`src/design/aer_pkg.sv`:
```
// shared constants, types and function for the active edge relaxation block
`default_nettype none

package aer_pkg;

    // field widths
    localparam int unsigned CMD_W      = 2;
    localparam int unsigned VTX_W      = 10;
    localparam int unsigned DATA_W     = 32;
    localparam int unsigned CNT_W      = 11;

    // register port
    localparam int unsigned APB_ADDR_W = 3;
    localparam int unsigned APB_DATA_W = 32;
    localparam int unsigned REG_IDX_W  = APB_ADDR_W - 2;

    // default store depth
    localparam int unsigned MAX_VERTICES_DEF = 1024;

    // command codes
    localparam logic [CMD_W-1:0] CMD_LOAD  = 2'd0;
    localparam logic [CMD_W-1:0] CMD_RELAX = 2'd1;
    localparam logic [CMD_W-1:0] CMD_READ  = 2'd2;

    // register word indexes
    localparam logic [REG_IDX_W-1:0] REG_VERTEX_COUNT = 1'b0;

    // write side of the vertex and message stores
    typedef struct packed {
        logic                     msg_we;
        logic                     vtx_we;
        logic                     vtx_active;
        logic signed [DATA_W-1:0] vtx_dist;
        logic signed [DATA_W-1:0] msg_data;
    } t_store_wr;

    // read side of the stores, forwarding already applied
    typedef struct packed {
        logic                     vtx_active;
        logic signed [DATA_W-1:0] vtx_dist;
        logic signed [DATA_W-1:0] msg;
    } t_store_rd;

    // signed add clamped to the 32-bit range
    function automatic logic signed [DATA_W-1:0] sat_add(
        input logic signed [DATA_W-1:0] a,
        input logic signed [DATA_W-1:0] b
    );
        logic [DATA_W:0] s;
        s = {a[DATA_W-1], a} + {b[DATA_W-1], b};
        if (s[DATA_W] != s[DATA_W-1]) begin
            sat_add = s[DATA_W] ? {1'b1, {(DATA_W-1){1'b0}}} : {1'b0, {(DATA_W-1){1'b1}}};
        end else begin
            sat_add = s[DATA_W-1:0];
        end
    endfunction

endpackage

`default_nettype wire

```
`src/design/aer_apb_regs.sv`:
```
// configuration register file behind the apb-style port
`default_nettype none

module aer_apb_regs import aer_pkg::*; (
    input  wire logic                  i_clk,
    input  wire logic                  i_rst_n,
    input  wire logic                  psel,
    input  wire logic                  penable,
    input  wire logic                  pwrite,
    input  wire logic [APB_ADDR_W-1:0] paddr,
    input  wire logic [APB_DATA_W-1:0] pwdata,
    output logic      [APB_DATA_W-1:0] prdata,
    output logic                       pready,
    output logic      [CNT_W-1:0]      o_vertex_count
);

    logic [CNT_W-1:0] r_vertex_count;
    logic             wr_hit;

    // write strobe for the vertex count word
    assign pready = 1'b1;
    assign wr_hit = psel && penable && pwrite && pready
                    && (paddr[APB_ADDR_W-1:2] == REG_VERTEX_COUNT);

    always_ff @(posedge i_clk) begin
        if (!i_rst_n) begin
            r_vertex_count <= '0;
        end else if (wr_hit) begin
            r_vertex_count <= pwdata[CNT_W-1:0];
        end
    end

    // read-back
    always_comb begin
        prdata = '0;
        if (paddr[APB_ADDR_W-1:2] == REG_VERTEX_COUNT) begin
            prdata = {{(APB_DATA_W-CNT_W){1'b0}}, r_vertex_count};
        end
    end

    assign o_vertex_count = r_vertex_count;

endmodule

`default_nettype wire

```
`config.mk`:
```
export PLATFORM = sky130hd
export DESIGN_NAME = aer_apb_regs
export DESIGN_NICKNAME = d
export VERILOG_FILES = /design/src/design/aer_pkg.sv /design/src/design/aer_apb_regs.sv
export SDC_FILE = /design/constraint.sdc
export NUM_CORES = 1
export LEC_CHECK = 0
export ABC_AREA = 1
export BUFFER_PORTS_ARGS = -buffer_cell sky130_fd_sc_hd__buf_2
export CAP_MARGIN = 30
export CORE_MARGIN = 4
export CORE_UTILIZATION = 33
export CTS_CLUSTER_SIZE = 28
export DETAILED_ROUTE_END_ITERATION = 10
export GPL_TIMING_DRIVEN = 0
export MAX_ROUTING_LAYER = met4
export PLACE_DENSITY = 0.9
export SLEW_MARGIN = 20
export SYNTH_ARGS = -nofsm -noshare
export SYNTH_HDL_FRONTEND = slang
export SYNTH_SLANG_ARGS = --single-unit
```
`constraint.sdc`:
```
create_clock -name i_clk -period 0.9 [get_ports i_clk]
set_input_delay 0.135 -clock i_clk [delete_from_list [all_inputs] [get_ports i_clk]]
set_output_delay 0.135 -clock i_clk [all_outputs]
set_load 0.005 [all_outputs]
```
* Word level (Yosys, flattened, before mapping)
Index checks and enable logic that the tools add are counted.
Word-level totals: bits of input ports 40, bits in registers 11, logic and storage cells 6, output and inout port bits 44
Operators by class: bitwise logic cells 1, multiplexer cells 1, reduce and logical (&&, ||, !) cells 3
Operator list (count):
- 2-to-1 mux 11 bit | 1
- logical AND 1 bit | 3
- inverter 1 bit | 1

* Longest topological paths before layout
Gate-level depths: netlist of the first run.
depth after elaboration 3, mapped depth 6

* Worst setup path after synthesis of the first run
No wires, ideal clock.
kind input-to-reg, start input port pwrite, end register r_vertex_count[0], in the netlist o_vertex_count[0], cell stages on the path 6, required time 0.787 ns, library setup time 0.113 ns, arrival time 0.591 ns, slack 0.197 ns, cells stage by stage nand2_1 -> inv_1 -> buf_2 -> nand3_1 -> nand2_1 -> nor2_1
On the way: cells in the longest elaborated chain, start to end 2
RTL lines:
- start: declaration | line aer_apb_regs.sv:9 | input wire logic pwrite,
- logical AND 1 bit | line aer_apb_regs.sv:22 | assign wr_hit = psel && penable && pwrite && pready
- logical AND 1 bit | line aer_apb_regs.sv:23 | && (paddr[APB_ADDR_W-1:2] == REG_VERTEX_COUNT);
- end signal: assignment | line aer_apb_regs.sv:29 | r_vertex_count <= pwdata[CNT_W-1:0];
- end: declaration | line aer_apb_regs.sv:17 | logic [CNT_W-1:0] r_vertex_count;
No other way between the ends. A chain may end at the register's enable or synchronous reset.

* Worst setup path after layout of the first run
start register r_vertex_count[8], in the netlist o_vertex_count[8], end output port prdata[8]
On the way: cells in the longest elaborated chain, start to end 1
RTL lines:
- 2-to-1 mux 11 bit | line aer_apb_regs.sv:36 | if (paddr[APB_ADDR_W-1:2] == REG_VERTEX_COUNT) begin
- end: declaration | line aer_apb_regs.sv:12 | output logic [APB_DATA_W-1:0] prdata,
No other way between the ends.

==> run_results.csv, run 1 <==
group,metric,value,unit
sta,rsz0062_at_grt,"yes",
drt,routed_wl,1700,µm
final_layout,nFillCells,248,
yosys,yosys_warnings,0,
drt,ant_nets,0,
drt,vias,754,
critical_path,slowest_stage,"dfxtp_2",
min_path,hp-class,"input port to register",
yosys,netlist-cell-type-count,12,
critical_path,arrival,0.84,ns
critical_path,worstPathRequired,0.76,ns
final_layout,largest_reg_flops,11,
yosys,synth_commonest_cells,"nor2_1, inv_1, buf_4, nand2_1",
final_layout,multi_input_area,323,µm²
cts,clk_pin_slew_worst_paths,0.07,ns
yosys,ys_seq_area_frac,0.289,
critical_path,path_cells,"inv_2 > nor2_2 > buf_2",
power,ir_drop,0.698,mV
floorplanning,start_util,0.344,
sta,final_hold_viol_count,0,
floorplanning,coreArea,2210,µm²
sta,tns,-0.586,ns
global_route,gr-usage-all-layers,0.109,
critical_path,worst_path_largest_cell_delay,0.35,ns
power,leakagePower,0.693,nW
critical_path,critPathTopFamily,"flip-flops",
final_layout,drive_above_1_share,0.478,
power,intPower,0.820,mW
cts,cts.sinks,11,
sta,slew_viol_final,0,
final_layout,area_delta_synth_final,45.1,%
sta,finalCritPeriodShare,1.08,
critical_path,end_kind,"primary output",
cts,cts-buffers-inserted,3,
global_route,grt_antenna_before_repair,0,
yosys,yosysTopAreaCellShare,0.289,
yosys,ys.flop_type,"dfxtp_1",
status,violations,"setup timing",
drt,drtIter0Drc,14,
final_layout,nets,227,
cts,htreeDepth,1,
critical_path,critPathBufInv,2,
global_route,grt_max_degree,11,
sta,fmax,1.02,GHz
sta,layout_min_cycle_time,0.976,ns
placed_design,dp.final_hpwl,1390,µm
critical_path,startpoint_type,"register",
placed_design,port_buffers,38,
yosys,yosysMostFrequentCell,"nor2_1",
yosys,synth_compound_area_frac,0,
critical_path,crit_type,"register to primary output",
yosys,synthTopCellsByArea,"dfxtp_1, buf_4, nor2_1, inv_1, nand3_1",
cts,clk_path_buf_depth,2,
power,p_clk_frac,0.295,
drt,drcViolationCount,0,
power,cellPowerDensity,1010,nW/µm²
sta,fin_skew,0,ns
drt,wire_per_inst,7.96,µm
floorplanning,die_w,56.0,µm
global_route,grt-ovfl-total,0,
floorplanning,row_count,17,
yosys,ys_seq_elements,11,
floorplanning,die_h,56.0,µm
floorplanning,io_pins,84,
global_route,grt_pass1_wl,2680,µm
yosys,netlist_area,761,µm²
critical_path,crit_fanout,3,
power,p_switching,0.296,mW
placed_design,routabilityCongestion,0.719,
final_layout,utilization,0.499,
drt,viasPerCell,3.52,
yosys,ys_async_sr_fraction,0,
final_layout,antenna_cells,0,
yosys,synth_top_family_by_area,"buffers and inverters",
min_path,holdPathStages,3,
sta,setup_viol,11,
yosys,synthCells,124,
floorplanning,dieArea,3140,µm²
final_layout,regArea,234,µm²
power,switching_share,0.265,
yosys,synthAdderAreaFrac,0,
yosys,yosysTopAreaCell,"dfxtp_1",
status,status,"finished, violations left",
critical_path,rr_worst_depth,2,
critical_path,path_depth,3,
flow_run,max_cap_violations,0,
cts,clk_latency,0.26,ns
yosys,synth.area.mux_share,0,
global_route,grt_pass1_vias,599,
yosys,synth_edf_count,0,
power,pwr-share-seq,0.466,
sta,setup_slack,-0.0759,ns
yosys,yosys.area_share.simple,0.313,
drt,first_pass_iters,3,
yosys,synthXorXnorAreaFrac,0,
yosys,syn_area_per_cell,6.13,µm²
power,p_comb_frac,0.240,
cts,cts_tree,"built",
cts,root_buffer,"clkbuf_4",
==> path summary, 6_finish.rpt <==
check | start | endpoint | slack, ns
worst min-delay path | i_rst_n | o_vertex_count[5] | 0.09
worst max register to register | o_vertex_count[7] | o_vertex_count[7] | 0.32
worst max-delay path | o_vertex_count[8] | prdata[8] | -0.08
worst min register to register | o_vertex_count[6] | o_vertex_count[6] | 0.49
==> worst reg2reg max path: stages (launching register included) <==
cell and delay (ns):
dfxtp_2 0.33, nor2_1 0.10, nor2_1 0.05
==> logic make-up (layout without fill, tap and decap cells) <==
logic type,after synthesis,after routing
flip-flops,11,11
AND/OR/NAND/NOR,59,59
other,2,22
buffers and inverters,52,94
==> cells in the final DEF (no fill, tap or decap) <==
| master | instances |
|---|---|
| nor2_2 | 2 |
| nand3_1 | 11 |
| inv_2 | 9 |
| buf_1 | 1 |
| buf_2 | 40 |
| buf_6 | 2 |
| buf_4 | 22 |
| nor2_1 | 33 |
| conb_1 | 22 |
| inv_1 | 16 |
| clkbuf_4 | 3 |
| nand2_1 | 13 |
| dfxtp_2 | 11 |
| clkbuf_1 | 1 |
==> per-stage QoR <==
step / instances / hold slack (ns) / power, mW / instance area (µm²) / worst slack (ns)
finish: 214 / 0.0868 / 1.12 / 1100 / -0.0759
global placement: 210 / 0.368 / 0.785 / 1060 / 0.0296
global route: 214 / 0.0855 / 1.20 / 1100 / -0.153
detailed placement: 210 / 0.371 / 0.789 / 1060 / 0.0100
CTS: 214 / 0.0749 / 1.13 / 1100 / -0.0896
floorplan: 144 / 0.256 / 0.709 / 836 / 0.197
==> layout make-up <==
type | instances | area share
Inverter | 25 | 0.0850
Sequential cell | 11 | 0.212
Clock buffer | 4 | 0.0238
Timing Repair Buffer | 38 | 0.172
Multi-Input combinational cell | 81 | 0.293
Tap cell | 28 | 0.0317
Buffer | 27 | 0.183
==> power groups by stage <==
stage               Combinational, mW  Sequential (mW)  Clock (mW)
floorplan                       0.182            0.528           0
global placement                0.259            0.526           0
detailed placement              0.263            0.527           0
CTS                             0.263            0.518       0.349
global route                    0.302            0.523       0.371
finish                          0.268            0.520       0.329
==> per-layer routing <==
layer | routed length, µm | track usage | vias up
met5 | 0 | - | -
met1 | 678 | 0.115 | 293
li1 | - | - | 432
met2 | 869 | 0.199 | 29
met3 | 155 | 0.0418 | 0
met4 | 0 | 0.0102 | 0
==> what timing repair did <==
item,4_1_cts,5_1_grt
setup buffers,0,0
gates resized for setup,12,8
setup endpoints to repair,11,12
pin swaps,0,6
hold buffers,0,0
Power figures use the tool's default switching activity.
==> inputs of run 2 (changes only) <==
--- a/config.mk
+++ b/config.mk
@@ -9,12 +9,13 @@
 export BUFFER_PORTS_ARGS = -buffer_cell sky130_fd_sc_hd__buf_2
 export CAP_MARGIN = 30
 export CORE_MARGIN = 4
-export CORE_UTILIZATION = 33
+export CORE_UTILIZATION = 35
+export CTS_BUF_LIST = sky130_fd_sc_hd__clkbuf_8
 export CTS_CLUSTER_SIZE = 28
 export DETAILED_ROUTE_END_ITERATION = 10
 export GPL_TIMING_DRIVEN = 0
 export MAX_ROUTING_LAYER = met4
-export PLACE_DENSITY = 0.9
+export PLACE_DENSITY = 0.94
 export SLEW_MARGIN = 20
 export SYNTH_ARGS = -nofsm -noshare
 export SYNTH_HDL_FRONTEND = slang
==> run_results.csv, run 2 (synthesized netlist as in run 1, its figures left out) <==
group,metric,value,unit
cts,cts.sinks,11,
min_path,worstHoldStart,"i_rst_n",
floorplanning,coreArea,2020,µm²
power,leakagePower,0.720,nW
drt,vias,780,
sta,finalCritPeriodShare,1.04,
floorplanning,start_util,0.376,
critical_path,crit_fanout,3,
final_layout,nets,229,
placed_design,port_buffers,38,
power,ir_drop,0.832,mV
final_layout,drive_above_1_share,0.489,
critical_path,timing.rr.end,"o_vertex_count[7]",
drt,drtIter0Drc,2,
drt,routed_wl,1710,µm
flow_run,max_cap_violations,0,
status,violations,"setup timing",
placed_design,placed_area,1060,µm²
final_layout,utilization,0.568,
global_route,grt_pass1_vias,558,
floorplanning,row_count,16,
critical_path,regToRegSetupSlack,0.22,ns
placed_design,dp.final_hpwl,1320,µm
floorplanning,io_pins,84,
global_route,grt-ovfl-total,0,
critical_path,end_kind,"primary output",
final_layout,mostFrequentLayoutCells,"buf_2, nor2_1, buf_4",
drt,drcViolationCount,0,
cts,htreeDepth,1,
final_layout,design_area,1150,µm²
cts,root_buffer,"clkbuf_8",
placed_design,post-place-ws,0.0315,ns
min_path,holdPathStages,3,
final_layout,final_common_cell,"buf_2",
global_route,grt_max_degree,11,
floorplanning,die_w,54.6,µm
cts,clk_path_buf_depth,2,
cts,clk_pin_slew_worst_paths,0.05,ns
power,power.total,1.27,mW
power,cellPowerDensity,1110,nW/µm²
final_layout,largest_reg_flops,11,
sta,setup_viol,11,
sta,slew_viol_final,0,
global_route,grt_pass1_wl,2360,µm
cts,cts_tree,"built",
critical_path,rr_worst_depth,3,
floorplanning,die_h,54.6,µm
final_layout,antenna_cells,0,
global_route,gr-usage-all-layers,0.116,
status,status,"finished, violations left",
sta,fmax,1.07,GHz
min_path,worstHoldEndpoint,"o_vertex_count[5]",
critical_path,arrival,0.80,ns
sta,layout_min_cycle_time,0.934,ns
cts,clk_latency,0.23,ns
sta,final_hold_viol_count,0,
placed_design,routabilityCongestion,0.670,
sta,setup_slack,-0.0340,ns
drt,ant_nets,0,
drt,viasPerCell,3.63,
global_route,grt_antenna_before_repair,0,
min_path,hp-class,"input port to register",
floorplanning,dieArea,2980,µm²
drt,first_pass_iters,2,
final_layout,area_delta_synth_final,51.0,%
critical_path,startpoint_type,"register",
sta,fin_skew,0,ns
cts,cts-buffers-inserted,3,
sta,rsz0062_at_grt,"yes",
drt,wire_per_inst,7.97,µm
critical_path,crit_type,"register to primary output",
critical_path,worstPathRequired,0.76,ns
critical_path,reg2reg_from,"o_vertex_count[7]",
-- run 2: critical path, stage by stage, from the launching register on --
cell	delay [ns]
dfxtp_2	0.34
inv_2	0.04
nor2_2	0.07
buf_2	0.12
-- run 2: final cells by class --
class | instances | area, µm²
fillers | 205 | 873
multi-input cells | 81 | 325
flip-flops and latches | 11 | 234
repair buffers | 40 | 215
plain buffers | 27 | 201
inverters | 25 | 93.8
clock buffers | 3 | 41.3
well taps | 27 | 33.8
clock inverters | 1 | 3.75
-- run 2: how the worst max path moves through the flow --
stage | startpoint | to | slack, ns | cells past startpoint
floorplan | pwrite | o_vertex_count[0] | 0.20 | 6
global placement | paddr[2] | o_vertex_count[7] | 0.03 | 6
detailed placement | paddr[2] | o_vertex_count[10] | 0.03 | 6
CTS | o_vertex_count[1] | prdata[1] | -0.05 | 3
global route | o_vertex_count[3] | prdata[3] | -0.09 | 3
finish | o_vertex_count[1] | prdata[1] | -0.03 | 3
-- run 2: what timing repair did --
action                                 4_1_cts  5_1_grt
pin swaps                                    0        2
setup endpoints to repair                   11       11
endpoints found under the hold margin        0        0
gates resized for setup                     11       12
buffers inserted                             0        2
hold buffers                                 0        0
-- run 2: per-layer routing --
layer	up-vias	global-route usage	wire length [µm]
met5	-	-	0
met4	0	0.0373	10
met3	2	0.0518	213
met2	38	0.199	866
met1	304	0.117	622
li1	436	-	-
-- run 2: per-stage QoR --
stage	instances	TNS (ns)	hold WS, ns
2_1_floorplan	144	0	0.256
3_3_place_gp	209	0	0.366
3_5_place_dp	209	0	0.376
4_1_cts	213	-0.282	0.116
5_1_grt	215	-0.804	0.124
6_report	215	-0.185	0.120
-- run 2: report_power, final --
group | total [mW] | internal (mW) | switching [mW]
registers | 0.522 | 0.509 | 0.0130
logic | 0.275 | 0.148 | 0.127
clock network | 0.475 | 0.299 | 0.177
total | 1.27 | 0.955 | 0.317
==> inputs of run 3 (changes only) <==
==> constraint.sdc (replaced) <==
create_clock -name i_clk -period 0.9 [get_ports i_clk]
set_input_delay 0.09 -clock i_clk [delete_from_list [all_inputs] [get_ports i_clk]]
set_output_delay 0.09 -clock i_clk [all_outputs]
set_load 0.005 [all_outputs]
==> run_results.csv, run 3 (synthesized netlist as in run 1, its figures left out) <==
group,metric,value,unit
status,status,"finished, final reports clean",
power,pwr-share-seq,0.412,
global_route,grt_max_degree,11,
placed_design,port_buffers,38,
cts,clk_latency,0.23,ns
power,p_clk_frac,0.375,
drt,ant_nets,0,
critical_path,reg2reg_from,"o_vertex_count[7]",
sta,finalCritPeriodShare,0.988,
floorplanning,die_h,54.6,µm
critical_path,cp-startpoint,"o_vertex_count[1]",
sta,setup_slack,0.0110,ns
critical_path,critPathBufInv,2,
critical_path,critPathTopFamily,"flip-flops",
critical_path,timing.rr.end,"o_vertex_count[7]",
drt,wl_met1,612,µm
floorplanning,coreArea,2020,µm²
final_layout,mostFrequentLayoutCells,"buf_2, nor2_1, buf_4",
critical_path,cp-endpoint,"prdata[1]",
final_layout,utilization,0.559,
placed_design,routabilityCongestion,0.670,
critical_path,worstPathRequired,0.81,ns
drt,viasPerCell,3.61,
final_layout,nets,228,
critical_path,crit_type,"register to primary output",
floorplanning,row_count,16,
min_path,hp-class,"input port to register",
critical_path,worst_path_largest_cell_delay,0.34,ns
floorplanning,start_util,0.376,
power,power.total,1.27,mW
flow_run,max_cap_violations,0,
cts,cts_tree,"built",
drt,first_pass_iters,2,
sta,final_hold_viol_count,0,
final_layout,area_delta_synth_final,48.7,%
sta,slew_viol_final,0,
floorplanning,dieArea,2980,µm²
final_layout,antenna_cells,0,
final_layout,drive_above_1_share,0.492,
critical_path,end_kind,"primary output",
floorplanning,io_pins,84,
cts,clk_pin_slew_worst_paths,0.05,ns
global_route,grt_pass1_wl,2330,µm
drt,wire_per_inst,7.81,µm
sta,setup_viol,0,
critical_path,rr_worst_depth,3,
final_layout,final_common_cell,"buf_2",
drt,vias,773,
critical_path,startpoint_type,"register",
cts,htreeDepth,1,
global_route,grt_antenna_before_repair,0,
floorplanning,die_w,54.6,µm
drt,drcViolationCount,0,
drt,routed_wl,1670,µm
power,p_switching,0.316,mW
power,switching_share,0.249,
placed_design,post-place-ws,0.0765,ns
power,ir_drop,0.830,mV
drt,wl_met2,835,µm
global_route,grt-ovfl-total,0,
power,p_comb_frac,0.212,
cts,cts_hold_buffers,0,
sta,fmax,1.12,GHz
cts,clk_path_buf_depth,2,
placed_design,dp.final_hpwl,1320,µm
cts,root_buffer,"clkbuf_8",
cts,cts.sinks,11,
critical_path,arrival,0.80,ns
power,cellPowerDensity,1120,nW/µm²
sta,holdWs,0.0752,ns
critical_path,crit_fanout,3,
power,intPower,0.951,mW
critical_path,path_cells,"inv_2 > nor2_2 > buf_2",
drt,top_layer_used,"met4",
cts,cts-buffers-inserted,3,
drt,wl_met3,213,µm
critical_path,regToRegSetupSlack,0.22,ns
critical_path,path_depth,3,
sta,layout_min_cycle_time,0.889,ns
global_route,grt_pass1_vias,549,
critical_path,slowest_stage,"dfxtp_2",
sta,rsz0062_at_grt,"yes",
power,leakagePower,0.713,nW
sta,fin_skew,0,ns
global_route,gr-usage-all-layers,0.115,
drt,drtIter0Drc,2,
final_layout,largest_reg_flops,11,
[run 3: repair_timing]
action	4_1_cts	5_1_grt
pin swaps	0	2
gates resized for setup	6	16
buffers inserted	0	1
setup endpoints to repair	6	11
[run 3: how the worst min path moves through the flow]
stage / start / cells past startpoint / to
detailed placement: i_rst_n / 3 / o_vertex_count[5]
floorplan: i_rst_n / 2 / o_vertex_count[5]
global route: i_rst_n / 3 / o_vertex_count[5]
CTS: i_rst_n / 3 / o_vertex_count[5]
global placement: i_rst_n / 3 / o_vertex_count[5]
finish: i_rst_n / 3 / o_vertex_count[5]
[run 3: power by group through the flow]
stage               logic [mW]  registers, mW  clock network [mW]
finish                   0.269          0.522               0.475
global route             0.306          0.524               0.525
CTS                      0.262          0.518               0.496
detailed placement       0.260          0.526                   0
global placement         0.258          0.526                   0
floorplan                0.182          0.528                   0
[run 3: area by class of cell]
cell class              instances  area [µm²]
fillers                       209         891
inverters                      25        93.8
multi-input cells              81         325
well taps                      27        33.8
clock buffers                   3        41.3
plain buffers                  27         201
flip-flops and latches         11         234
repair buffers                 39         198
clock inverters                 1        3.75
[run 3: tightest hold or removal path: cells and delay by family]
| family | cells | cell delay (ns) |
|---|---|---|
| buffers and inverters | 1 | 0.10 |
| AND/OR/NAND/NOR | 2 | 0.08 |
[run 3: layer usage]
metal	vias up	GRT usage
met1	299	0.117
li1	434	-
met3	2	0.0518
met2	38	0.193
met4	0	0.0373
met5	-	-
[run 3: through the flow]
step	TNS, ns	instance area (µm²)	cells
after global placement	0	1060	209
final	0	1130	214
after detailed placement	0	1060	209
after global routing	-0.243	1130	214
after CTS	-0.00874	1110	213
after floorplan	0	836	144
