--- src/design/aer_pkg.sv ---
// shared constants, types and function for the active edge relaxation block
`default_nettype none

package aer_pkg;

    // field widths
    localparam int unsigned CMD_W      = 2;
    localparam int unsigned VTX_W      = 10;
    localparam int unsigned DATA_W     = 32;
    localparam int unsigned CNT_W      = 11;

    // register port
    localparam int unsigned APB_ADDR_W = 3;
    localparam int unsigned APB_DATA_W = 32;
    localparam int unsigned REG_IDX_W  = APB_ADDR_W - 2;

    // default store depth
    localparam int unsigned MAX_VERTICES_DEF = 1024;

    // command codes
    localparam logic [CMD_W-1:0] CMD_LOAD  = 2'd0;
    localparam logic [CMD_W-1:0] CMD_RELAX = 2'd1;
    localparam logic [CMD_W-1:0] CMD_READ  = 2'd2;

    // register word indexes
    localparam logic [REG_IDX_W-1:0] REG_VERTEX_COUNT = 1'b0;

    // write side of the vertex and message stores
    typedef struct packed {
        logic                     msg_we;
        logic                     vtx_we;
        logic                     vtx_active;
        logic signed [DATA_W-1:0] vtx_dist;
        logic signed [DATA_W-1:0] msg_data;
    } t_store_wr;

    // read side of the stores, forwarding already applied
    typedef struct packed {
        logic                     vtx_active;
        logic signed [DATA_W-1:0] vtx_dist;
        logic signed [DATA_W-1:0] msg;
    } t_store_rd;

    // signed add clamped to the 32-bit range
    function automatic logic signed [DATA_W-1:0] sat_add(
        input logic signed [DATA_W-1:0] a,
        input logic signed [DATA_W-1:0] b
    );
        logic [DATA_W:0] s;
        s = {a[DATA_W-1], a} + {b[DATA_W-1], b};
        if (s[DATA_W] != s[DATA_W-1]) begin
            sat_add = s[DATA_W] ? {1'b1, {(DATA_W-1){1'b0}}} : {1'b0, {(DATA_W-1){1'b1}}};
        end else begin
            sat_add = s[DATA_W-1:0];
        end
    endfunction

endpackage

`default_nettype wire

--- src/design/aer_if.sv ---
// request channels of the active edge relaxation block
`default_nettype none

interface aer_in_if import aer_pkg::*; ();
    logic                     valid;
    logic                     ready;
    logic [CMD_W-1:0]         cmd;
    logic [VTX_W-1:0]         src_vertex;
    logic [VTX_W-1:0]         dst_vertex;
    logic signed [DATA_W-1:0] edge_weight;
    logic signed [DATA_W-1:0] vertex_distance;
    logic                     vertex_active;
    logic signed [DATA_W-1:0] message_init;
    logic                     last_edge;

    modport source (
        output valid, cmd, src_vertex, dst_vertex, edge_weight, vertex_distance,
               vertex_active, message_init, last_edge,
        input  ready
    );
    modport sink (
        input  valid, cmd, src_vertex, dst_vertex, edge_weight, vertex_distance,
               vertex_active, message_init, last_edge,
        output ready
    );
endinterface

interface aer_out_if import aer_pkg::*; ();
    logic                     valid;
    logic                     ready;
    logic signed [DATA_W-1:0] message_value;
    logic                     edge_applied;
    logic                     pass_done;

    modport source (
        output valid, message_value, edge_applied, pass_done,
        input  ready
    );
    modport sink (
        input  valid, message_value, edge_applied, pass_done,
        output ready
    );
endinterface

`default_nettype wire

--- src/design/aer_relax.sv ---
// input register, relax datapath and result register
`default_nettype none

module aer_relax import aer_pkg::*; #(
    parameter int unsigned MAX_VERTICES = MAX_VERTICES_DEF,
    localparam int unsigned AW = $clog2(MAX_VERTICES)
) (
    input  wire logic             i_clk,
    input  wire logic             i_rst_n,
    aer_in_if.sink                i_in,
    aer_out_if.source             o_out,
    input  wire logic [CNT_W-1:0] i_vertex_count,
    input  wire logic             i_clr_busy,
    input  wire t_store_rd        i_rd,
    output logic                  o_rd_en,
    output logic      [AW-1:0]    o_rd_vtx_addr,
    output logic      [AW-1:0]    o_rd_msg_addr,
    output logic      [AW-1:0]    o_s1_vtx_addr,
    output logic      [AW-1:0]    o_s1_msg_addr,
    output t_store_wr             o_wr,
    output logic      [AW-1:0]    o_wr_addr
);

    // input register
    logic                     r_s1_valid;
    logic [CMD_W-1:0]         r_s1_cmd;
    logic [VTX_W-1:0]         r_s1_src;
    logic [VTX_W-1:0]         r_s1_dst;
    logic signed [DATA_W-1:0] r_s1_weight;
    logic signed [DATA_W-1:0] r_s1_dist;
    logic                     r_s1_active;
    logic signed [DATA_W-1:0] r_s1_minit;
    logic                     r_s1_last;

    // result register
    logic                     r_out_valid;
    logic signed [DATA_W-1:0] r_out_msg;
    logic                     r_out_applied;
    logic                     r_out_done;

    logic                     accept;
    logic                     s1_adv;
    logic                     src_in_store;
    logic                     dst_in_store;
    logic                     src_in_use;
    logic                     dst_in_use;
    logic                     applied;
    logic signed [DATA_W-1:0] cand;
    logic signed [DATA_W-1:0] n_msg;
    logic signed [DATA_W-1:0] n_out_msg;
    logic                     n_out_applied;
    logic                     n_out_done;
    t_store_wr                n_wr;
    logic [AW-1:0]            n_wr_addr;

    // handshake
    assign s1_adv      = r_s1_valid && (!r_out_valid || o_out.ready);
    assign i_in.ready  = !i_clr_busy && (!r_s1_valid || s1_adv);
    assign accept      = i_in.valid && i_in.ready;

    // store reads issued with the request
    assign o_rd_en       = accept;
    assign o_rd_vtx_addr = AW'(i_in.src_vertex);
    assign o_rd_msg_addr = (i_in.cmd == CMD_RELAX) ? AW'(i_in.dst_vertex) : AW'(i_in.src_vertex);

    always_ff @(posedge i_clk) begin
        if (!i_rst_n) begin
            r_s1_valid <= 1'b0;
        end else if (accept) begin
            r_s1_valid <= 1'b1;
        end else if (s1_adv) begin
            r_s1_valid <= 1'b0;
        end
    end

    always_ff @(posedge i_clk) begin
        if (accept) begin
            r_s1_cmd    <= i_in.cmd;
            r_s1_src    <= i_in.src_vertex;
            r_s1_dst    <= i_in.dst_vertex;
            r_s1_weight <= i_in.edge_weight;
            r_s1_dist   <= i_in.vertex_distance;
            r_s1_active <= i_in.vertex_active;
            r_s1_minit  <= i_in.message_init;
            r_s1_last   <= i_in.last_edge;
        end
    end

    assign o_s1_vtx_addr = AW'(r_s1_src);
    assign o_s1_msg_addr = (r_s1_cmd == CMD_RELAX) ? AW'(r_s1_dst) : AW'(r_s1_src);

    // bounds checks
    assign src_in_store = 32'(r_s1_src) < MAX_VERTICES;
    assign dst_in_store = 32'(r_s1_dst) < MAX_VERTICES;
    assign src_in_use   = {1'b0, r_s1_src} < i_vertex_count;
    assign dst_in_use   = {1'b0, r_s1_dst} < i_vertex_count;

    // relax: clamped candidate against the current message
    assign cand    = sat_add(i_rd.vtx_dist, r_s1_weight);
    assign applied = src_in_store && dst_in_store && src_in_use && dst_in_use
                     && i_rd.vtx_active;
    assign n_msg   = (applied && ($signed(cand) < $signed(i_rd.msg))) ? cand : i_rd.msg;

    // per-command result and store update
    always_comb begin
        n_out_msg     = '0;
        n_out_applied = 1'b0;
        n_out_done    = 1'b0;
        n_wr          = '0;
        n_wr_addr     = AW'(r_s1_src);
        case (r_s1_cmd)
            CMD_LOAD: begin
                n_wr.vtx_we     = src_in_store;
                n_wr.msg_we     = src_in_store;
                n_wr.vtx_active = r_s1_active;
                n_wr.vtx_dist   = r_s1_dist;
                n_wr.msg_data   = r_s1_minit;
                n_out_msg       = src_in_store ? r_s1_minit : '0;
            end
            CMD_RELAX: begin
                n_wr.msg_we   = applied;
                n_wr.msg_data = n_msg;
                n_wr_addr     = AW'(r_s1_dst);
                n_out_msg     = dst_in_store ? n_msg : '0;
                n_out_applied = applied;
                n_out_done    = r_s1_last;
            end
            CMD_READ: begin
                n_out_msg = src_in_store ? i_rd.msg : '0;
            end
            default: begin
                n_out_msg = '0;
            end
        endcase
    end

    // stores are written only as the request moves on
    always_comb begin
        o_wr        = n_wr;
        o_wr.vtx_we = n_wr.vtx_we && s1_adv;
        o_wr.msg_we = n_wr.msg_we && s1_adv;
    end
    assign o_wr_addr = n_wr_addr;

    // result register
    always_ff @(posedge i_clk) begin
        if (!i_rst_n) begin
            r_out_valid <= 1'b0;
        end else if (s1_adv) begin
            r_out_valid <= 1'b1;
        end else if (o_out.ready) begin
            r_out_valid <= 1'b0;
        end
    end

    always_ff @(posedge i_clk) begin
        if (s1_adv) begin
            r_out_msg     <= n_out_msg;
            r_out_applied <= n_out_applied;
            r_out_done    <= n_out_done;
        end
    end

    assign o_out.valid         = r_out_valid;
    assign o_out.message_value = r_out_msg;
    assign o_out.edge_applied  = r_out_applied;
    assign o_out.pass_done     = r_out_done;

endmodule

`default_nettype wire

--- src/flat_wrapper.sv ---
// flat-port wrapper written by rule: the top's interface ports become plain ports
module aer_relax_flat import aer_pkg::*;
#(
    parameter int unsigned MAX_VERTICES = MAX_VERTICES_DEF,
    localparam int unsigned AW = $clog2(MAX_VERTICES)
)
  (i_clk, i_rst_n, i_vertex_count, i_clr_busy, i_rd, o_rd_en, o_rd_vtx_addr, o_rd_msg_addr, o_s1_vtx_addr, o_s1_msg_addr, o_wr, o_wr_addr, i_in_valid, i_in_cmd, i_in_src_vertex, i_in_dst_vertex, i_in_edge_weight, i_in_vertex_distance, i_in_vertex_active, i_in_message_init, i_in_last_edge, i_in_ready, o_out_valid, o_out_message_value, o_out_edge_applied, o_out_pass_done, o_out_ready);
  aer_in_if i_in_i ();
  aer_out_if o_out_i ();
  input  wire logic i_clk;
  input  wire logic i_rst_n;
  input  wire logic [CNT_W-1:0] i_vertex_count;
  input  wire logic i_clr_busy;
  input  wire t_store_rd i_rd;
  output logic o_rd_en;
  output logic      [AW-1:0] o_rd_vtx_addr;
  output logic      [AW-1:0] o_rd_msg_addr;
  output logic      [AW-1:0] o_s1_vtx_addr;
  output logic      [AW-1:0] o_s1_msg_addr;
  output t_store_wr o_wr;
  output logic      [AW-1:0] o_wr_addr;
  input wire logic [$bits(i_in_i.valid)-1:0] i_in_valid;
  input wire logic [$bits(i_in_i.cmd)-1:0] i_in_cmd;
  input wire logic [$bits(i_in_i.src_vertex)-1:0] i_in_src_vertex;
  input wire logic [$bits(i_in_i.dst_vertex)-1:0] i_in_dst_vertex;
  input wire logic [$bits(i_in_i.edge_weight)-1:0] i_in_edge_weight;
  input wire logic [$bits(i_in_i.vertex_distance)-1:0] i_in_vertex_distance;
  input wire logic [$bits(i_in_i.vertex_active)-1:0] i_in_vertex_active;
  input wire logic [$bits(i_in_i.message_init)-1:0] i_in_message_init;
  input wire logic [$bits(i_in_i.last_edge)-1:0] i_in_last_edge;
  output wire logic [$bits(i_in_i.ready)-1:0] i_in_ready;
  output wire logic [$bits(o_out_i.valid)-1:0] o_out_valid;
  output wire logic [$bits(o_out_i.message_value)-1:0] o_out_message_value;
  output wire logic [$bits(o_out_i.edge_applied)-1:0] o_out_edge_applied;
  output wire logic [$bits(o_out_i.pass_done)-1:0] o_out_pass_done;
  input wire logic [$bits(o_out_i.ready)-1:0] o_out_ready;
  assign i_in_i.valid = i_in_valid;
  assign i_in_i.cmd = i_in_cmd;
  assign i_in_i.src_vertex = i_in_src_vertex;
  assign i_in_i.dst_vertex = i_in_dst_vertex;
  assign i_in_i.edge_weight = i_in_edge_weight;
  assign i_in_i.vertex_distance = i_in_vertex_distance;
  assign i_in_i.vertex_active = i_in_vertex_active;
  assign i_in_i.message_init = i_in_message_init;
  assign i_in_i.last_edge = i_in_last_edge;
  assign i_in_ready = i_in_i.ready;
  assign o_out_valid = o_out_i.valid;
  assign o_out_message_value = o_out_i.message_value;
  assign o_out_edge_applied = o_out_i.edge_applied;
  assign o_out_pass_done = o_out_i.pass_done;
  assign o_out_i.ready = o_out_ready;
  aer_relax #(.MAX_VERTICES(MAX_VERTICES)) u_core (.i_clk(i_clk), .i_rst_n(i_rst_n), .i_in(i_in_i), .o_out(o_out_i), .i_vertex_count(i_vertex_count), .i_clr_busy(i_clr_busy), .i_rd(i_rd), .o_rd_en(o_rd_en), .o_rd_vtx_addr(o_rd_vtx_addr), .o_rd_msg_addr(o_rd_msg_addr), .o_s1_vtx_addr(o_s1_vtx_addr), .o_s1_msg_addr(o_s1_msg_addr), .o_wr(o_wr), .o_wr_addr(o_wr_addr));
endmodule
--- config.mk ---
export PLATFORM = sky130hd
export DESIGN_NAME = aer_relax_flat
export DESIGN_NICKNAME = d
export VERILOG_FILES = /design/src/design/aer_pkg.sv /design/src/design/aer_if.sv /design/src/design/aer_relax.sv /design/src/flat_wrapper.sv
export SDC_FILE = /design/constraint.sdc
export NUM_CORES = 1
export LEC_CHECK = 0
export BUFFER_PORTS_ARGS = -buffer_cell sky130_fd_sc_hd__buf_2
export CORE_UTILIZATION = 51
export DETAILED_ROUTE_END_ITERATION = 8
export PLACE_DENSITY = 0.87
export SYNTH_ARGS = -nofsm -noshare
export SYNTH_HDL_FRONTEND = slang
export SYNTH_SLANG_ARGS = --single-unit
--- constraint.sdc ---
create_clock -name i_clk -period 8.1 [get_ports i_clk]
set_input_delay 0.81 -clock i_clk [delete_from_list [all_inputs] [get_ports i_clk]]
set_output_delay 0.81 -clock i_clk [all_outputs]
set_load 0.05 [all_outputs]
==> After elaboration in Yosys (flattened, before gate mapping) <==
Cells that the tools add are included.
{ "op_classes": {"n_addsub": 1, "magnitude_cmp": 3, "n_eq_ne": 4, "muxes": 13, "reduce_logical": 16} }
{ "op_table": {"columns": ["operator", "n"], "rows": [
  ["32-bit two-way mux", 3],
  ["32-bit case mux with 3 select lines", 1],
  ["32-bit case mux with 2 select lines", 1],
  ["34-bit two-way mux", 1],
  ["32-bit by 32-bit adder with 33-bit output", 1],
  ["32-bit less-than comparator", 1],
  ["10-bit by 11-bit less-than comparator with 1-bit output", 2],
  ["10-bit two-way mux", 2],
  ["1-bit logical AND", 8],
  ["2-bit by 1-bit equality test with 1-bit output (second input constant)", 2],
  ["1-bit two-way mux", 4],
  ["2-bit nonzero test", 2],
  ["1-bit zero test", 3],
  ["2-bit equality test (second input constant)", 1],
  ["2-bit zero test", 1],
  ["1-bit logical OR", 2],
  ["1-bit case mux with 2 select lines", 1],
  ["1-bit inequality test", 1]
]} }
{ "word_totals": {"ff_bits": 156, "in_bits": 201, "output_inout_bits": 154, "word_cells": 50} }

==> Longest topological paths before layout <==
{ "depth": {"ltp_word": 7, "mapped_depth": 30, "ltp_nobuf": 27} }

==> Worst setup path after synthesis <==
Ideal clock, no wire load.
{ "synth_timing": {"kind": "input-to-output", "from": "in i_rd[34] (netlist name)", "to": "out o_wr[18] (netlist name)", "t_arrival_ns": 7.453, "required_ns": 7.290, "slack_ns": -0.163, "path_stages": 28, "path_buffers": 2, "cell_sequence": "ha_1 o211ai_1 o211ai_1 a221oi_2 a211oi_2 o41ai_4 nor3b_1 nor2_1 o21ai_0 a21o_1 xnor2_1 ha_1 buf_2 nand2_1 or3_1 o311ai_4 a21oi_1 ha_1 a21o_1 a21oi_1 nor2b_1 o21a_1 o31ai_1 a2111oi_0 a31o_1 or2_1 buf_6 o311ai_0"} }
{ "synth_rtl": {"columns": ["element", "line", "text"], "rows": [
  ["from (decl)", "flat_wrapper.sv:14", "input wire t_store_rd i_rd;"],
  ["to (decl)", "flat_wrapper.sv:20", "output t_store_wr o_wr;"]
]} }

==> impl_summary.log <==
[metrics] run status: finished clean
[metrics] routed wirelength normalized by instance count: 20.25 um
[metrics] DP Area: 11,580 sq um
[metrics] number of distinct library cell variants in the gate-level netlist after synthesis: 71
[metrics] Period minus WS final: 7.704 ns
[metrics] clk sinks: 156
[metrics] hold-critical path depth: 1
[metrics] Hold Path End: u_core.o_out.pass_done
[metrics] worst vdd ir: 0.1521 mV
[metrics] setup-violating endpoint count in the final report: 0
[metrics] Post-synth EDFFs: 154
[metrics] Tcrit/Tclk final: 95.11%
[metrics] pin count of the biggest net entering global routing: 65
[metrics] cell type contributing the most total cell area after synthesis: sky130_fd_sc_hd__edfxtp_1
[metrics] post-route DRC violation count: 0
[metrics] TritonCTS buffer count: 17
[metrics] I/O pin total: 355
[metrics] number of buffers between clock root and the deepest sink: 2
[metrics] instance count of the mapped netlist: 908
[metrics] Total Routed Length: 30,040 um
[metrics] maximum single-stage delay on the critical path: 0.37 ns
[metrics] leakage power: 0.005496 uW
[metrics] insertion delay to the later sink of the worst-skew pair: 0.43 ns
[metrics] CP Data Arrival Time: 6.89 ns
[metrics] cell with the biggest individual delay on the critical path: sky130_fd_sc_hd__or3_1
[metrics] Post CTS Setup Buffer Count: 0
[metrics] Worst Skew: 0.01393 ns
[metrics] total standard cell area after synthesis: 9649 sq um
[metrics] Yosys Warn Count: 0
[metrics] routed vias: 8,773
[metrics] all-layer global routing usage: 30.76%
[metrics] placeable core region: 18,270 sq um
[metrics] wire length of the first global-routing pass: 45,660 um
[metrics] syn_area_per_cell: 10.63 sq um
[metrics] WHS: 0.5356 ns
[metrics] number of buffer and inverter stages on the critical path: 3
[metrics] horizontal die dimension: 139.6 um
[metrics] HPWL after detailed placement: 22,970 um
[metrics] Worst Max-Slew Pin Slew: 1.104 ns
[metrics] fill cell instance count of the final layout: 1,423
[metrics] power per cell area: 221.9 nW/um^2
[metrics] highest fanout seen on the critical path: 17
[metrics] clock tree from TritonCTS: yes
[metrics] fraction of final layout cells sized beyond drive strength 1: 35.46%
[metrics] hold path start: u_core.r_s1_last
[metrics] startpoint of the worst-slack reg-to-reg timing path: u_core.r_s1_weight[1]
[metrics] gate family responsible for the most delay along the worst path: compound AO/OA/AOI/OAI gates
[metrics] area of the die: 19,470 sq um
[metrics] Syn Nets: 1,193
[metrics] top cells by instance count after synthesis: sky130_fd_sc_hd__edfxtp_1 (154), sky130_fd_sc_hd__ha_1 (83), sky130_fd_sc_hd__nand2_1 (79), sky130_fd_sc_hd__o21ai_0 (65), sky130_fd_sc_hd__a21oi_1 (57)
[metrics] area share of the leading cell type in the synthesized netlist: 47.93%
[metrics] hold-fix buffers at CTS: 0
[metrics] f_max: 0.1298 GHz
[metrics] summed area of non-filler cells in the final layout: 12,280 sq um
[metrics] routability cong.: 0.9559
[metrics] cts repair resizes: 0
[metrics] synth top area cells: sky130_fd_sc_hd__edfxtp_1 (48%), sky130_fd_sc_hd__ha_1 (11%), sky130_fd_sc_hd__o21ai_0 (3.4%), sky130_fd_sc_hd__nand2_1 (3.1%), sky130_fd_sc_hd__a21oi_1 (3.0%)
[metrics] FF-to-FF End: u_core.o_out.message_value[4]
[metrics] height of the die: 139.6 um
[metrics] Worst Reg-to-Reg Cells: 26
[metrics] type of the worst setup path: in2out
[metrics] effective utilization at floorplan: 52.81%
[metrics] clock input transition at the sequential cells of the worst setup and hold paths: 0.06 ns
[metrics] Post-Route Utilization: 67.20%
[metrics] flop2flop setup slack: 1.64 ns
[metrics] register area share after synthesis: 48.34%
[metrics] quantity of I/O buffers inserted on ports: 354
[metrics] Slew HR: 26.25%
[metrics] number of nets with antenna violations after routing: 0
[metrics] synth-to-layout area growth: 27.23%
[metrics] number of max-cap violations: 0
[metrics] initial DRC count: 711
[metrics] count of pins over their slew limit: 0
[metrics] sort of element at the start of the critical path: primary input
[metrics] number of storage elements in the synthesis netlist: 156
[metrics] RSZ-0062 raised after global routing: false
[metrics] worst hold-check path type: reg2reg
[metrics] endpoint required time on the critical path: 7.29 ns
[metrics] antenna violations before repair: 1
[metrics] share of synthesized registers carrying an async set or reset: 0%
[metrics] number of vias per cell: 5.916
[metrics] Worst Setup Slack, final: 0.3958 ns
[metrics] via count of the first global-routing pass: 8,584
[metrics] Worst Setup Slack post-DPL: 0.08150 ns
[metrics] count leader, synth: sky130_fd_sc_hd__edfxtp_1
[metrics] gr ovfl total: 0
[metrics] Detailed Routing Iterations Pass 1: 5
[metrics] crit path capture type: output pin
[metrics] commonest register cell after synthesis: sky130_fd_sc_hd__edfxtp_1
[metrics] H-Tree Level Count: 4
[metrics] nets@finish: 1,525
[metrics] total negative slack for setup checks: 0 ns
[metrics] placement row count: 49
[metrics] cell at the root of the clock tree: sky130_fd_sc_hd__clkbuf_16
[metrics] Final Hold Fails: 0
==> sequential cells by signal, summed over array words and instances (netlist names), 2 cells and up <==
signal,cells
u_core.o_out.message_value,32
u_core.r_s1_dist,32
u_core.r_s1_minit,32
u_core.r_s1_weight,32
u_core.o_s1_vtx_addr,10
u_core.r_s1_dst,10
u_core.r_s1_cmd,2
==> worst register-to-register path, cell delays in order (launching register included) <==
cell and delay, ns:
sky130_fd_sc_hd__edfxtp_1 0.44, sky130_fd_sc_hd__ha_1 0.32, sky130_fd_sc_hd__a211oi_1 0.27, sky130_fd_sc_hd__o211ai_1 0.15, sky130_fd_sc_hd__a221oi_2 0.33, sky130_fd_sc_hd__a211oi_2 0.17, sky130_fd_sc_hd__o41ai_4 0.29, sky130_fd_sc_hd__nor3b_1 0.12
sky130_fd_sc_hd__nor2_1 0.09, sky130_fd_sc_hd__o21ai_0 0.09, sky130_fd_sc_hd__a21o_1 0.22, sky130_fd_sc_hd__xnor2_1 0.22, sky130_fd_sc_hd__ha_4 0.27, sky130_fd_sc_hd__buf_12 0.17, sky130_fd_sc_hd__inv_2 0.21, sky130_fd_sc_hd__nand3_1 0.13
sky130_fd_sc_hd__o31ai_2 0.26, sky130_fd_sc_hd__a211oi_2 0.12, sky130_fd_sc_hd__ha_1 0.31, sky130_fd_sc_hd__nand4_1 0.17, sky130_fd_sc_hd__nor4_1 0.44, sky130_fd_sc_hd__a2111oi_1 0.15, sky130_fd_sc_hd__a31o_1 0.23, sky130_fd_sc_hd__or2_4 0.31
sky130_fd_sc_hd__buf_12 0.17, sky130_fd_sc_hd__a32oi_1 0.29, sky130_fd_sc_hd__o21ai_0 0.24
==> report_power, final <==
part,switching (uW),internal [uW]
Combinational,598,292
Sequential,11.6,931
Clock,343,549
==> stage by stage <==
stage	instances	total power, uW
after floorplan	908	1567
after CTS	1481	2699
after detailed placement	1450	1815
final	1483	2724
after global routing	1482	2828
after global placement	1450	1799
==> worst max path at each step <==
stage	depth (start not counted)	start	to
after floorplan	29	i_rd[34]	o_wr[2]
after global placement	30	i_rd[33]	o_wr[0]
after detailed placement	30	i_rd[33]	o_wr[0]
after CTS	30	i_rd[33]	o_wr[0]
after global routing	28	i_rd[33]	o_wr[5]
final	30	i_rd[33]	o_wr[0]
==> area by class of cell <==
| class | instances | area [sq um] | share of cell area [%] |
|---|---|---|---|
| clock buffers | 18 | 429.2 | 3.496 |
| flip-flops and latches | 156 | 4664 | 37.99 |
| repair buffers | 374 | 1979 | 16.12 |
| inverters | 50 | 187.7 | 1.529 |
| diodes | 2 | 5.005 | 0.04077 |
| well taps | 229 | 286.5 | 2.334 |
| multi-input cells | 641 | 4512 | 36.75 |
| clock inverters | 13 | 212.7 | 1.733 |
==> metal layers <==
layer	track usage (%)	routed length [um]	up-vias
met4	14.29	1160	0
met3	6.401	2643	91
li1	-	-	4052
met1	37.22	11720	4122
met5	0	0	-
met2	52.66	14510	508
==> cells by family (layout without fill, tap and decap cells) <==
group	count (synthesis)	in the layout	share of synthesized area, %
other cells	0	2	0
fa+ha+maj	84	84	10.97
flops	156	156	48.34
simple gates	252	252	13.17
buf+inv	111	455	5.576
mux	16	16	1.789
xor+xnor	25	25	2.269
compound gates	264	264	17.88
==> layout by cell type (no fill, tap or decap), types with 5 or more instances in the layout <==
cell,instances
sky130_fd_sc_hd__nand2_1,78
sky130_fd_sc_hd__o21ai_0,65
sky130_fd_sc_hd__a21oi_1,57
sky130_fd_sc_hd__mux2i_1,6
sky130_fd_sc_hd__o21ai_1,27
sky130_fd_sc_hd__clkbuf_16,17
sky130_fd_sc_hd__a211oi_1,10
sky130_fd_sc_hd__a32oi_1,16
sky130_fd_sc_hd__buf_4,19
sky130_fd_sc_hd__o22ai_1,8
sky130_fd_sc_hd__xnor2_1,15
sky130_fd_sc_hd__bufinv_16,5
sky130_fd_sc_hd__and2_1,35
sky130_fd_sc_hd__nand3_1,25
sky130_fd_sc_hd__nand2b_1,7
sky130_fd_sc_hd__o211ai_1,10
sky130_fd_sc_hd__nand3b_1,5
sky130_fd_sc_hd__a21o_1,15
sky130_fd_sc_hd__a31oi_1,6
sky130_fd_sc_hd__xor2_1,10
sky130_fd_sc_hd__nor2b_1,9
sky130_fd_sc_hd__nor3_1,23
sky130_fd_sc_hd__buf_2,351
sky130_fd_sc_hd__nand4_1,15
sky130_fd_sc_hd__inv_1,48
sky130_fd_sc_hd__mux2_2,10
sky130_fd_sc_hd__ha_1,82
sky130_fd_sc_hd__edfxtp_1,154
sky130_fd_sc_hd__nor2_1,33
Note: power is estimated with default switching activity, not from simulation.
